==> config.mk <==
export PLATFORM = sky130hd
export DESIGN_NAME = cbps_cmdq
export DESIGN_NICKNAME = d
export VERILOG_FILES = /design/src/cbps_pkg.sv /design/src/cbps_cmdq.sv
export SDC_FILE = /design/constraint.sdc
export NUM_CORES = 1
export LEC_CHECK = 0
export BUFFER_PORTS_ARGS = -buffer_cell sky130_fd_sc_hd__buf_2
export CORE_ASPECT_RATIO = 0.5
export CORE_MARGIN = 1
export CORE_UTILIZATION = 29
export CTS_BUF_LIST = sky130_fd_sc_hd__clkbuf_4 sky130_fd_sc_hd__clkbuf_8
export CTS_CLUSTER_SIZE = 10
export DETAILED_ROUTE_END_ITERATION = 6
export PLACE_DENSITY = 0.52
export REMOVE_ABC_BUFFERS = 1
export SLEW_MARGIN = 20
export SYNTH_ARGS = -nofsm -noshare
export SYNTH_HDL_FRONTEND = slang
export SYNTH_SLANG_ARGS = --single-unit
==> constraint.sdc <==
create_clock -name clk -period 17.9 [get_ports clk]
set_input_delay 3.58 -clock clk [delete_from_list [all_inputs] [get_ports clk]]
set_output_delay 3.58 -clock clk [all_outputs]
set_load 0.02 [all_outputs]
==> src/cbps_pkg.sv <==
// Shared types, constants and helpers for the cubic Bezier path smoother.
package cbps_pkg;

	localparam int SAMPLES_PER_SEGMENT_DEF = 20;
	localparam int COORD_W = 16;
	localparam int CMDQ_DEPTH = 2;

	typedef struct packed {
		logic signed [COORD_W-1:0] point_x;
		logic signed [COORD_W-1:0] point_y;
		logic path_end;
	} in_item_t;

	typedef struct packed {
		logic signed [COORD_W-1:0] out_x;
		logic signed [COORD_W-1:0] out_y;
		logic run_last;
	} out_item_t;

	typedef struct packed {
		logic signed [COORD_W-1:0] y;
		logic signed [COORD_W-1:0] x;
	} point_t;

	typedef point_t [3:0] quad_t;

	typedef enum logic [0:0] {
		CMD_SEG,
		CMD_PASS
	} cmd_kind_t;

	// pass_last: index of the final passed-through point
	typedef struct packed {
		cmd_kind_t kind;
		logic [1:0] pass_last;
		quad_t pts;
	} cmd_t;

	// trailing zero count, elaboration only
	function automatic int ctz(input int v);
		int n;
		logic hit;
		n = 0;
		hit = 1'b0;
		for (int i = 0; i < 31; i++) begin
			if (!hit && v[i]) begin
				hit = 1'b1;
			end else if (!hit) begin
				n = n + 1;
			end
		end
		return n;
	endfunction

endpackage

==> src/cbps_cmdq.sv <==
// Short command queue between front end and sample engine.
module cbps_cmdq (
	input  logic            clk,
	input  logic            arst_n,
	input  logic            push,
	input  cbps_pkg::cmd_t  push_cmd,
	output logic            full,
	input  logic            pop,
	output logic            head_vld,
	output cbps_pkg::cmd_t  head
);

	localparam int DEPTH = cbps_pkg::CMDQ_DEPTH;
	localparam int PW = (DEPTH > 1) ? $clog2(DEPTH) : 1;
	localparam int CW = $clog2(DEPTH + 1);

	cbps_pkg::cmd_t mem_q [DEPTH];
	logic [PW-1:0] wr_ptr_q, rd_ptr_q;
	logic [CW-1:0] cnt_q;
	logic do_push, do_pop;

	assign full = (cnt_q == CW'(DEPTH));
	assign head_vld = (cnt_q != '0);
	assign head = mem_q[rd_ptr_q];
	assign do_push = push && !full;
	assign do_pop = pop && head_vld;

	always_ff @(posedge clk or negedge arst_n) begin
		if (!arst_n) begin
			wr_ptr_q <= '0;
			rd_ptr_q <= '0;
			cnt_q <= '0;
		end else begin
			if (do_push) begin
				wr_ptr_q <= (wr_ptr_q == PW'(DEPTH - 1)) ? '0 : wr_ptr_q + 1'b1;
			end
			if (do_pop) begin
				rd_ptr_q <= (rd_ptr_q == PW'(DEPTH - 1)) ? '0 : rd_ptr_q + 1'b1;
			end
			if (do_push && !do_pop) begin
				cnt_q <= cnt_q + 1'b1;
			end else if (!do_push && do_pop) begin
				cnt_q <= cnt_q - 1'b1;
			end
		end
	end

	always_ff @(posedge clk) begin
		if (do_push) begin
			mem_q[wr_ptr_q] <= push_cmd;
		end
	end

endmodule

==> flow_summary.toml, run 1 <==
[worst_setup_path]
worstPathMaxFanout = 58
end_kind = "primary output"
crit_end = "head[4]"
rrSetupSlack_ns = 15.00
ff2ff_path_depth = 4
start_kind = "register"
reg2reg_from = "cnt_q[0]$_DFFE_PN0P_"
regToRegEndpoint = "mem_q[1][11]$_DFFE_PP_"
path_class = "register to primary output"
required_ns = 14.32
cp-startpoint = "rd_ptr_q$_DFFE_PN0P_"
worstPathArrival_ns = 2.71

[sta]
rsz0062_at_grt = "false"
layout_setup_ws_ns = 11.61
final_max_slew_viol_count = 0
setup_violations = 0
hold_viol_final = 0
fmax_mhz = 159.1
tns_ns = 0
finClkSkew_ns = 0.02484
slew_headroom = 0.2969
tightest_slew_ns = 1.055
post-route-period-util = 0.3512
period_needed_ns = 6.287

[synth]
yosys_warnings = 0
synth_cells = 427
syn_area_um2 = 9982
synth.top_cell.area_share = 0.7882
postSynthAreaPerCell_um2 = 23.38
yosys-top-cells-area = "edfxtp_1 79%, mux2_4 12%, mux2_2 5.8%"
synth-seq-cells = 266
ys_seq_area_frac = 0.7982
yosysUniqueCellTypes = 16
yosys.area.top_type = "edfxtp_1"

[grt]
grt.overflow.total = 0
grt_max_degree = 132
antenna_found_initial = 1
track_usage = 0.1211
grt_pass1_wl_um = 31970
grt_pass1_vias = 5342

[routing]
first_pass_iters = 4
via_per_inst = 4.116
post_drt_wl_per_cell_um = 18.51
route.detailed.drc = 0
wl_um = 22130
drtIter0Drc = 198
vias = 4919
ant_nets = 0

[floorplan]
start_util = 0.2983
core_area_um2 = 33460
die_area_um2 = 35210
row_count = 47
io_pins = 268
die_w_um = 264.4
dieHeight_um = 133.2

[finish]
drive_gt1_frac = 0.6189
nNetsFinal = 864
area_growth_pct = 26.32
fill_cells = 3126

[clocking]
clk_pin_slew_ns = 0.06
cts_root_buffer = "clkbuf_8"
clock_path_buffers = 3
cts_resized = 0
cts_setup_buffers = 0
cts_sinks = 266
insertion_delay_ns = 0.55
cts_hold_buf = 0
cts_inserted_buffers = 42
cts_tree = "yes"
cts_max_level = 2

[outcome]
outcome = "finished clean"

[placed_design]
gp_congestion = 0.7140
port_buffers = 267
place_ws_ns = 11.80
dpl.hpwl_um = 14530

[worst_hold_path]
hp-class = "register to register"

[job]
maxCapViolations = 0

[power_and_ir_drop]
leakage_uw = 0.004894
finalPower_uw = 2167
p_per_area_nw_per_um2 = 171.9
vdd_drop_max_mv = 0.1995
## metal layers
layer | track usage | up-vias | share of wire
li1 | - | 2297 | -
met1 | 0.1209 | 2496 | 0.36
met2 | 0.2430 | 89 | 0.59
met3 | 0.02495 | 37 | 0.034
met4 | 0.04910 | 0 | 0.021
met5 | 0 | - | 0
## power by group
part	internal [uW]	switching [uW]
Combinational	309	446
Sequential	854	42.8
Clock	285	231
Total	1450	719
## stage by stage
step / area [um2] / util / cells / hold WS, ns
floorplan: 9841 / - / 412 / 0.4559
global placement: 11800 / 0.3525 / 1125 / 0.4747
detailed placement: 11800 / 0.3525 / 1125 / 0.4931
CTS: 12610 / 0.3768 / 1194 / 0.5056
global route: 12610 / 0.3768 / 1195 / 0.5259
finish: 12610 / 0.3768 / 1195 / 0.5018
## cell usage after synthesis
master    count
and3_1        1
nand2b_1      1
ha_1          1
mux2_2       51
mux2_4       80
nand2_1       2
xnor2_1       3
inv_1         2
xor2_1        2
nor2_1        2
buf_2         5
dfrtp_1       4
buf_8         1
edfxtp_1    262
or2_2         1
buf_6         9
## sequential cells by signal (all words and copies together) (netlist names)
name	cells
cnt_q	2
mem_q	262
rd_ptr_q	1
wr_ptr_q	1
## critical path, stage by stage (launching register included)
cell and delay (ns):
dfrtp_4 0.66, buf_4 0.84, mux2_2 0.42, buf_2 0.16
## area by class of cell
class / count / area (um2) / area share
repair buffers: 272 / 1386 / 0.1099
diodes: 1 / 2.502 / 0.0001985
multi-input cells: 144 / 1878 / 0.1489
clock buffers: 53 / 666.9 / 0.05289
clock inverters: 16 / 145.1 / 0.01151
flip-flops and latches: 266 / 7971 / 0.6322
inverters: 2 / 7.507 / 0.0005954
well taps: 441 / 551.8 / 0.04376
## cell families after synthesis
logic type               after synthesis  share of synthesized area
multiplexers                         131                     0.1779
XOR/XNOR                               5                   0.004388
buffers and inverters                 17                    0.01492
flip-flops                           266                     0.7982
adder cells (fa/ha/maj)                1                   0.001253
AND/OR/NAND/NOR                        7                   0.003386
## placed cells by master (no fill, tap or decap)
| cell | synthesis | final |
|---|---|---|
| buf_2 | 5 | 267 |
| edfxtp_1 | 262 | 262 |
| mux2_4 | 80 | 80 |
| mux2_2 | 51 | 51 |
| clkbuf_8 | 0 | 43 |
| clkinv_1 | 0 | 10 |
| clkbuf_4 | 0 | 10 |
| buf_4 | 0 | 4 |
| xnor2_1 | 3 | 3 |
| bufinv_16 | 0 | 3 |
| dfrtp_1 | 4 | 3 |
| inv_1 | 2 | 2 |
| nand2_1 | 2 | 2 |
| xor2_1 | 2 | 2 |
| clkinv_2 | 0 | 2 |
| diode_2 | 0 | 1 |
| or2_2 | 1 | 1 |
| nand2b_1 | 1 | 1 |
| and3_4 | 0 | 1 |
| nor2_4 | 0 | 1 |
| nor2_1 | 2 | 1 |
| ha_1 | 1 | 1 |
| clkinvlp_4 | 0 | 1 |
| buf_12 | 0 | 1 |
| dfrtp_4 | 0 | 1 |
## worst min path at each step
stage,depth (start not counted),start,endpoint,slack (ns)
2_1_floorplan,1,cnt_q[1]$_DFFE_PN0P_,cnt_q[1]$_DFFE_PN0P_,0.46
3_3_place_gp,1,cnt_q[1]$_DFFE_PN0P_,cnt_q[1]$_DFFE_PN0P_,0.47
3_5_place_dp,1,cnt_q[1]$_DFFE_PN0P_,cnt_q[1]$_DFFE_PN0P_,0.49
4_1_cts,1,cnt_q[1]$_DFFE_PN0P_,cnt_q[1]$_DFFE_PN0P_,0.51
5_1_grt,1,cnt_q[1]$_DFFE_PN0P_,cnt_q[1]$_DFFE_PN0P_,0.53
6_report,1,cnt_q[1]$_DFFE_PN0P_,cnt_q[1]$_DFFE_PN0P_,0.50
(Power assumes the default switching activity.)
==> run 2: changes to the inputs <==
- clock period: 17.9 -> 5.82 ns (I/O delays scaled with it)
==> flow_summary.toml, run 2 (same netlist as run 1, synthesis figures left out) <==
[clocking]
cts_root_buffer = "clkbuf_8"
cts_setup_buffers = 0
cts_tree = "yes"
cts_resized = 0
clock_path_buffers = 3
clk_pin_slew_ns = 0.06
cts_inserted_buffers = 42
cts_hold_buf = 0
cts_max_level = 2
cts_sinks = 266
insertion_delay_ns = 0.54

[worst_setup_path]
regToRegEndpoint = "mem_q[1][42]$_DFFE_PP_"
critical-path-slowest-cell = "dfrtp_4"
crit_family = "flip-flops"
worstPathArrival_ns = 2.73
end_kind = "primary output"
max_stage_delay_ns = 1.05
reg2reg_from = "cnt_q[0]$_DFFE_PN0P_"
required_ns = 4.66
crit_buf_inv = 2
crit_chain = "buf_12, mux2_2, buf_2"
start_kind = "register"
worstPathMaxFanout = 59
ff2ff_path_depth = 3
path_class = "register to primary output"
rrSetupSlack_ns = 3.60

[floorplan]
core_area_um2 = 33460
row_count = 47
io_pins = 268
dieHeight_um = 133.2
die_w_um = 264.4
die_area_um2 = 35210
start_util = 0.2983

[sta]
period_needed_ns = 3.893
setup_violations = 0
post-route-period-util = 0.6690
slew_headroom = 0.3573
layout_setup_ws_ns = 1.927
final_max_slew_viol_count = 0
fmax_mhz = 256.8
tns_ns = 0
tightest_slew_ns = 0.9640
hold_viol_final = 0
finClkSkew_ns = 0.008051
rsz0062_at_grt = "false"

[power_and_ir_drop]
finalPower_uw = 6695
p_seq_frac = 0.421
internal-power_uw = 4467
vdd_drop_max_mv = 0.3310
p_switching_uw = 2227
p_per_area_nw_per_um2 = 529.2
clkPwrFrac = 0.241
leakage_uw = 0.004913
combPwrFrac = 0.339
p_sw_frac = 0.3327

[grt]
grt_pass1_wl_um = 32800
grt_pass1_vias = 5404
grt.overflow.total = 0
antenna_found_initial = 1
track_usage = 0.1232
grt_max_degree = 132

[finish]
drive_gt1_frac = 0.6204
largest_reg_flops = 262
area_growth_pct = 26.72
fin_util = 0.3780
layout_commonest_cell = "buf_2"
regMostFlops = "mem_q"
nNetsFinal = 863
final_cell_mix = "267 x buf_2, 262 x edfxtp_1, 80 x mux2_4, 51 x mux2_2, 43 x clkbuf_8"
fill_cells = 3112
biggestRegsByFlops = "mem_q (262), cnt_q (2)"
finalNonFillerCells = 1198

[routing]
vias = 4997
ant_nets = 0
via_per_inst = 4.171
post_drt_wl_per_cell_um = 18.69
wl_um = 22390
drtIter0Drc = 239
first_pass_iters = 4
route.detailed.drc = 0

[job]
maxCapViolations = 0

[outcome]
outcome = "finished clean"

[placed_design]
dp.cells = 1124
gp_congestion = 0.7362
dpl.hpwl_um = 14640
place_ws_ns = 2.465
port_buffers = 267

[worst_hold_path]
hp-class = "input pin to async pin"
## run 2: cell types whose count changed in the layout (fill, tap and decap cells not counted), sizes merged
cell    delta
buf        -1
clkbuf     +1
clkinv     +3
## run 2: how the worst max path moves through the flow
stage,cells after the start,end,slack [ns],start
2_1_floorplan,2,mem_q[0][0]$_DFFE_PP_,-1.50,push
3_3_place_gp,3,head[107],2.48,rd_ptr_q$_DFFE_PN0P_
3_5_place_dp,3,head[117],2.47,rd_ptr_q$_DFFE_PN0P_
4_1_cts,3,head[117],1.85,rd_ptr_q$_DFFE_PN0P_
5_1_grt,3,head[0],1.78,rd_ptr_q$_DFFE_PN0P_
6_report,3,head[117],1.93,rd_ptr_q$_DFFE_PN0P_
## run 2: final cells by class
type	instances	area [um2]	area share
Sequential cell	266	7971	0.6302
Multi-Input combinational cell	144	1878	0.1485
Timing Repair Buffer	271	1404	0.1110
Clock buffer	54	674.4	0.05331
Tap cell	441	551.8	0.04362
Clock inverter	19	160.2	0.01266
Inverter	2	7.507	0.0005935
Antenna cell	1	2.502	0.0001978
## run 2: power by group through the flow
stage / registers [uW] / logic, uW / clock network, uW
global route: 2870 / 2390 / 1760
detailed placement: 2870 / 2310 / 0
finish: 2820 / 2270 / 1610
floorplan: 2970 / 1620 / 0
global placement: 2850 / 2300 / 0
CTS: 2830 / 2320 / 1680
## run 2: stage by stage
step	cell area, um2	hold slack [ns]
after detailed placement	11810	0.4840
after floorplan	9841	0.4559
final	12650	0.4218
after global placement	11810	0.4725
after CTS	12650	0.3739
after global routing	12650	0.3874
## run 2: per-layer routing
metal  up-vias  share of wire  GRT usage
met1      2566           0.37     0.1341
met3        42          0.033    0.02218
li1       2306              -          -
met4         0          0.020    0.04231
met2        83           0.57     0.2399
met5         -              0          0
## run 2: worst register-to-register path, cell delays in order, from the launching register on
cell and delay, ns:
dfrtp_1 0.40, nand2b_1 0.17, and3_4 0.73, buf_12 0.46
