`config.mk`:
```
export PLATFORM = sky130hd
export DESIGN_NAME = cbps_front
export DESIGN_NICKNAME = d
export VERILOG_FILES = /design/src/cbps_pkg.sv /design/src/cbps_front.sv
export SDC_FILE = /design/constraint.sdc
export NUM_CORES = 1
export LEC_CHECK = 0
export BUFFER_PORTS_ARGS = -buffer_cell sky130_fd_sc_hd__buf_2
export CAP_MARGIN = 25
export CORE_AREA = 3 3 113 115
export CTS_CLUSTER_SIZE = 14
export DETAILED_ROUTE_END_ITERATION = 16
export DIE_AREA = 0 0 116 118
export PLACE_DENSITY = 0.76
export SLEW_MARGIN = 30
export SYNTH_ARGS = -nofsm -noshare
export SYNTH_HDL_FRONTEND = slang
export SYNTH_SLANG_ARGS = --single-unit
```
`constraint.sdc`:
```
create_clock -name clk -period 3.8 [get_ports clk]
set_input_delay 0.38 -clock clk [delete_from_list [all_inputs] [get_ports clk]]
set_output_delay 0.38 -clock clk [all_outputs]
set_load 0.01 [all_outputs]
```
`src/cbps_pkg.sv`:
```
// Shared types, constants and helpers for the cubic Bezier path smoother.
package cbps_pkg;

	localparam int SAMPLES_PER_SEGMENT_DEF = 20;
	localparam int COORD_W = 16;
	localparam int CMDQ_DEPTH = 2;

	typedef struct packed {
		logic signed [COORD_W-1:0] point_x;
		logic signed [COORD_W-1:0] point_y;
		logic path_end;
	} in_item_t;

	typedef struct packed {
		logic signed [COORD_W-1:0] out_x;
		logic signed [COORD_W-1:0] out_y;
		logic run_last;
	} out_item_t;

	typedef struct packed {
		logic signed [COORD_W-1:0] y;
		logic signed [COORD_W-1:0] x;
	} point_t;

	typedef point_t [3:0] quad_t;

	typedef enum logic [0:0] {
		CMD_SEG,
		CMD_PASS
	} cmd_kind_t;

	// pass_last: index of the final passed-through point
	typedef struct packed {
		cmd_kind_t kind;
		logic [1:0] pass_last;
		quad_t pts;
	} cmd_t;

	// trailing zero count, elaboration only
	function automatic int ctz(input int v);
		int n;
		logic hit;
		n = 0;
		hit = 1'b0;
		for (int i = 0; i < 31; i++) begin
			if (!hit && v[i]) begin
				hit = 1'b1;
			end else if (!hit) begin
				n = n + 1;
			end
		end
		return n;
	endfunction

endpackage

```
`src/cbps_front.sv`:
```
// Front end: point history, segment detection, command generation.
module cbps_front (
	input  logic                clk,
	input  logic                arst_n,
	input  logic                pt_valid,
	output logic                pt_stall,
	input  cbps_pkg::in_item_t  pt,
	input  logic                q_full,
	output logic                push,
	output cbps_pkg::cmd_t      push_cmd
);

	cbps_pkg::point_t held_q [3];
	logic [2:0] count_q, count_d;
	logic [1:0] phase_q, phase_d;
	cbps_pkg::point_t cur;
	logic acc;
	logic want;

	assign pt_stall = q_full;
	assign acc = pt_valid && !q_full;
	assign push = acc && want;

	always_comb begin
		cur.x = pt.point_x;
		cur.y = pt.point_y;
		want = 1'b0;
		count_d = count_q;
		phase_d = phase_q;
		push_cmd.kind = cbps_pkg::CMD_SEG;
		push_cmd.pass_last = count_q[1:0];
		push_cmd.pts = {cur, held_q[2], held_q[1], held_q[0]};
		if (count_q < 3'd3) begin
			if (pt.path_end) begin
				want = 1'b1;
				push_cmd.kind = cbps_pkg::CMD_PASS;
				case (count_q[1:0])
					2'd0: begin
						push_cmd.pts = {cur, cur, cur, cur};
					end
					2'd1: begin
						push_cmd.pts = {cur, cur, cur, held_q[2]};
					end
					2'd2: begin
						push_cmd.pts = {cur, cur, held_q[2], held_q[1]};
					end
					default: begin
						push_cmd.pts = {cur, cur, cur, cur};
					end
				endcase
			end else begin
				count_d = count_q + 3'd1;
			end
		end else if (count_q == 3'd3) begin
			want = 1'b1;
			count_d = 3'd4;
			phase_d = '0;
		end else if (phase_q >= 2'd2) begin
			want = 1'b1;
			phase_d = '0;
		end else begin
			phase_d = phase_q + 2'd1;
		end
		if (pt.path_end) begin
			count_d = '0;
			phase_d = '0;
		end
	end

	always_ff @(posedge clk or negedge arst_n) begin
		if (!arst_n) begin
			count_q <= '0;
			phase_q <= '0;
		end else if (acc) begin
			count_q <= count_d;
			phase_q <= phase_d;
		end
	end

	always_ff @(posedge clk) begin
		if (acc) begin
			held_q[0] <= held_q[1];
			held_q[1] <= held_q[2];
			held_q[2] <= cur;
		end
	end

endmodule

```
==> impl_metrics.tcl, run 1 <==
set metrics [dict create \
    status "finished clean" \
    setup_violations 0 \
    diodes 0 \
    synth_edf_count 96 \
    cts_max_level 3 \
    ioPinCount 170 \
    peakVddDrop_mv 0.451 \
    die_h_um 118 \
    vias 4353 \
    reg2reg_to "count_q[1]" \
    seqCellArea_um2 3010 \
    postRouteAntennaNets 0 \
    cts_buffers 9 \
    path_clk_slew_ns 0.07 \
    hold_path.class "input pin to register" \
    start_util_pct 49.2 \
    overflow 0 \
    cts_resized 0 \
    p_per_area_nw_per_um2 740 \
    period_share_pct 81.0 \
    min_to "held_q[0][95]" \
    cts.sinks 101 \
    synth_top_area_share_pct 49.2 \
    cts_setup_buffers 0 \
    p_leak_nw 2.88 \
    syn_inst 469 \
    synth_top_cell_by_area "edfxtp_1" \
    clock_latency_ns 0.35 \
    synth_area_um2 5860 \
    fp-row-count 40 \
    slew_violations 0 \
    synth_area_leaders "edfxtp_1 49%, mux2_4 16%, a21oi_1 8.3%" \
    ys_seq_elements 101 \
    route.final.wire_length_mm 14.1 \
    dieWidth_um 116 \
    start_kind "register" \
    multiInputGateArea_um2 2210 \
    worstMarginPinSlew_ns 0.910 \
    drc 0 \
    finalHoldViolCount 0 \
    syn_to_final_growth_pct 16.2 \
    dieArea_um2 13700 \
    utilization_pct 57.2 \
    io_buffers 169 \
    r2r-start "count_q[0]" \
    maxSlewHeadroom_pct 39.2 \
    hold_path_startpoint "pt[16]" \
    detail_route.wl_per_cell_um 19.2 \
    cts_buffer_depth 2 \
    synth_nets 510 \
    syn_area_per_cell_um2 12.5 \
    fillers 996 \
    max_freq_ghz 0.325 \
    synthFlopType "edfxtp_1" \
    grt_max_degree 62 \
    drtIter0Drc 403 \
    viasPerCell 5.91 \
    crit_type "register to primary output" \
    yosysSeqAreaShare_pct 51.3 \
    critical_path.endpoint_type "primary output" \
    hpwlAfterDp_mm 8.94 \
    cts-root-buf "clkbuf_16" \
    synthArstFlopShare_pct 4.95 \
    min_path_cells 1 \
    worstPathMaxFanout 32 \
    track_usage_pct 20.7 \
    nNetsFinal 625 \
    maxCapViolCount 0 \
    antenna_found_initial 0 \
    rr_worst_depth 5 \
    finClkSkew_ns 0.00807 \
    yosysUniqueCellTypes 31 \
    drive_gt1_share_pct 45.3 \
    grt_pass1_vias 4322 \
    cts_tree "yes" \
    yosysWarnings 0 \
    grt_pass1_wl_mm 22.4 \
    place_congestion 0.763 \
    cp.arrival_ns 2.70 \
    hold_buffers 1 \
    dr.pass1.iters 5 \
    rsz0062_at_grt "false" \
    core-area_um2 11900 \
    finalSetupTns_ns 0 \
    required_ns 3.42 \
    r2r_setup_slack_ns 1.53 \
    min_period_ns 3.08 \
]
## registers in the layout, summed over array words and instances, names as in the netlist
| signal | count |
|---|---|
| phase_q | 2 |
| count_q | 3 |
| held_q | 96 |
## report_power, final
part	total, W	internal [W]	switching (W)	leakage, nW
clock	0.000976	0.000574	0.000402	0.153
combinational	0.00269	0.00117	0.00152	1.77
sequential	0.00138	0.00130	0.0000814	0.964
## cell families (layout without fill, tap and decap cells)
group           Yosys count  in the layout  share of synthesized area (%)
mux                      64             64                           16.3
flops                   101            101                           51.3
buf+inv                 114            234                           11.3
fa+ha+maj                 4              4                          0.853
compound gates          170            170                           18.6
simple gates             16             16                           1.58
## worst max-delay path by stage
stage / endpoint / startpoint
2_1_floorplan: push / q_full
3_3_place_gp: push_cmd[56] / count_q[0]
3_5_place_dp: push_cmd[0] / count_q[0]
4_1_cts: push_cmd[25] / count_q[0]
5_1_grt: push_cmd[40] / count_q[0]
6_report: push_cmd[57] / count_q[0]
## layout make-up
type | count | area share, %
Sequential cell | 101 | 44.2
Tap cell | 147 | 2.70
Clock inverter | 7 | 1.32
Inverter | 37 | 2.06
Clock buffer | 9 | 3.31
Multi-Input combinational cell | 254 | 32.5
Timing Repair Buffer | 181 | 14.0
## worst max-delay path, stage by stage (launching register included)
cell	delay, ns
dfrtp_1	0.54
inv_1	0.09
ha_2	0.42
nor2b_4	0.76
a22oi_1	0.13
a21oi_1	0.24
buf_2	0.16
## metrics by stage
step	power (W)	hold WS (ns)	instances	worst slack (ns)	area, µm²
floorplan	0.00337	0.0844	469	0.559	5860
global placement	0.00401	0.201	719	1.21	6490
detailed placement	0.00408	0.209	719	1.13	6490
CTS	0.00507	0.245	736	0.740	6810
global route	0.00538	0.250	736	0.473	6810
finish	0.00504	0.257	736	0.720	6810
## cells in the mapped netlist (all sizes together) (2+ instances only)
master  count
mux2       64
a221oi     32
inv        37
dfrtp       5
o311ai      2
nor3        2
clkbuf     14
buf        63
nor2        3
a22oi      33
nand3b      2
nand2       2
edfxtp     96
ha          4
a21oi      98
## cell usage in the layout, fill, tap and decap left out, drive strengths merged, types with 2 or more instances in the layout
cell type  count
o311ai         2
bufinv         2
a21oi         98
clkinv         5
buf          180
ha             4
nor3           2
clkbuf         9
nor2           3
edfxtp        96
dfrtp          5
a221oi        32
mux2          64
inv           36
a22oi         33
nand3b         2
nand2          2
## per-layer routing
| metal | wire (µm) | vias to the layer above | track usage [%] |
|---|---|---|---|
| li1 | - | 1986 | - |
| met1 | 5990 | 2090 | 28.5 |
| met2 | 6600 | 242 | 31.2 |
| met3 | 1220 | 35 | 4.63 |
| met4 | 336 | 0 | 9.28 |
| met5 | 0 | - | 0 |
Note: power is estimated with default switching activity, not from simulation.
==> inputs of run 2 (changes only) <==
==> constraint.sdc (replaced) <==
create_clock -name clk -period 3.1 [get_ports clk]
set_input_delay 0.31 -clock clk [delete_from_list [all_inputs] [get_ports clk]]
set_output_delay 0.31 -clock clk [all_outputs]
set_load 0.01 [all_outputs]
==> impl_metrics.tcl, run 2 (synthesis gave the netlist of run 1 again) <==
set metrics [dict create \
    postRouteAntennaNets 0 \
    viasPerCell 5.90 \
    syn_to_final_growth_pct 16.3 \
    slew_violations 0 \
    setup_violations 0 \
    maxSlewHeadroom_pct 62.1 \
    p_per_area_nw_per_um2 890 \
    r2r-start "count_q[0]" \
    maxCapViolCount 0 \
    use_met3_pct 4.63 \
    critPathLaunch "count_q[0]" \
    regMostFlops "held_q" \
    largest_reg_flops 96 \
    status "finished clean" \
    dr.pass1.iters 5 \
    dieWidth_um 116 \
    drc 0 \
    ioPinCount 170 \
    drive_gt1_share_pct 44.9 \
    finalSetupTns_ns 0 \
    worstMarginPinSlew_ns 0.567 \
    period_share_pct 91.4 \
    critical_path.endpoint_type "primary output" \
    layout.cells.most_common "buf_2" \
    cts_buffer_depth 2 \
    hpwlAfterDp_mm 9.19 \
    grtUsageMet1_pct 28.1 \
    rsz0062_at_grt "false" \
    cts_tree "yes" \
    fp-row-count 40 \
    core-area_um2 11900 \
    grt_pass1_wl_mm 22.2 \
    required_ns 2.79 \
    max_freq_ghz 0.353 \
    peakVddDrop_mv 0.490 \
    diodes 0 \
    start_util_pct 49.2 \
    cts_max_level 3 \
    track_usage_pct 20.3 \
    path_clk_slew_ns 0.07 \
    start_kind "register" \
    die_h_um 118 \
    busiest_layer "met2" \
    top_regs "held_q: 96 flops, count_q: 3 flops, phase_q: 2 flops" \
    io_buffers 169 \
    p_leak_nw 2.87 \
    hold_path.class "input pin to register" \
    dieArea_um2 13700 \
    grt_max_degree 55 \
    grt_use_met2_pct 30.6 \
    cts_buffers 9 \
    place_congestion 0.853 \
    worstPathMaxFanout 18 \
    cts-root-buf "clkbuf_16" \
    drtIter0Drc 449 \
    clock_latency_ns 0.34 \
    r2r_setup_slack_ns 1.08 \
    cp.arrival_ns 2.52 \
    layout_common_cells "169 x buf_2, 97 x a21oi_1, 96 x edfxtp_1, 63 x mux2_4, 36 x inv_1" \
    detail_route.wl_per_cell_um 19.4 \
    holdWs_ns 0.200 \
    reg2reg_to "count_q[1]" \
    overflow 0 \
    rr_worst_depth 5 \
    finalHoldViolCount 0 \
    vias 4347 \
    antenna_found_initial 0 \
    min_period_ns 2.83 \
    nNetsFinal 628 \
    grt_pass1_vias 4265 \
    crit_type "register to primary output" \
    route.final.wire_length_mm 14.3 \
    finClkSkew_ns 0.00591 \
    cts.sinks 101 \
    cts_resized 0 \
    crit_end "push_cmd[53]" \
]
[run 2: cell count changes in the layout (fill, tap and decap cells not counted), moves of 2 or more]
cell / previous run / this run
buf_12: 1 / 5
clkinv_2: 3 / 0
bufinv_16: 2 / 0
clkbuf_1: 0 / 2
[run 2: how the worst min path moves through the flow]
| stage | startpoint | to | slack (ns) | depth (start not counted) |
|---|---|---|---|---|
| 3_3_place_gp | arst_n | phase_q[0] | 0.13 | 1 |
| 3_5_place_dp | arst_n | phase_q[0] | 0.13 | 1 |
| 4_1_cts | pt[20] | held_q[0][67] | 0.18 | 1 |
| 5_1_grt | pt[16] | held_q[0][95] | 0.19 | 1 |
| 2_1_floorplan | arst_n | count_q[0] | 0.01 | 0 |
| 6_report | pt[20] | held_q[0][67] | 0.20 | 1 |
[run 2: where the power goes]
| part | total [W] | leakage, nW | switching (W) | internal (W) |
|---|---|---|---|---|
| Combinational | 0.00338 | 1.79 | 0.00189 | 0.00149 |
| Clock | 0.00100 | 0.117 | 0.000471 | 0.000531 |
| Sequential | 0.00169 | 0.964 | 0.000101 | 0.00159 |
| Total | 0.00607 | 2.87 | 0.00246 | 0.00361 |
[run 2: timing repair]
action	in CTS	in global routing
setup buffers	0	0
endpoints found under the hold margin	5	0
hold buffers	1	0
[run 2: routing by layer]
| metal | part of all wire, % | wire, µm |
|---|---|---|
| met5 | 0 | 0 |
| met4 | 1.6 | 233 |
| met3 | 8.3 | 1190 |
| met2 | 46 | 6550 |
| met1 | 44 | 6330 |
[run 2: worst max-delay path, cell delays in order (launching register included)]
cell and delay (ns):
dfrtp_1 0.53, inv_1 0.08, ha_2 0.58, or2_1 0.18, buf_4 0.26, a22oi_1 0.13
a21oi_1 0.24, buf_2 0.17
[run 2: cell type report]
class	count	area, µm²
Sequential cell	101	3010
Multi-Input combinational cell	254	2210
Clock buffer	11	233
Clock inverter	3	15.0
Fill cell	929	5090
Timing Repair Buffer	184	1020
Inverter	37	143
Tap cell	147	184
[run 2: stage by stage]
step           cell area, µm²  util (%)  total power (W)  std cells  worst slack (ns)
2_1_floorplan            5870         -          0.00413        469             0.556
3_3_place_gp             6560      55.1          0.00500        722             0.779
3_5_place_dp             6560      55.1          0.00509        722             0.655
4_1_cts                  6820      57.2          0.00610        737             0.267
5_1_grt                  6820      57.2          0.00644        737             0.119
6_report                 6820      57.2          0.00607        737             0.266
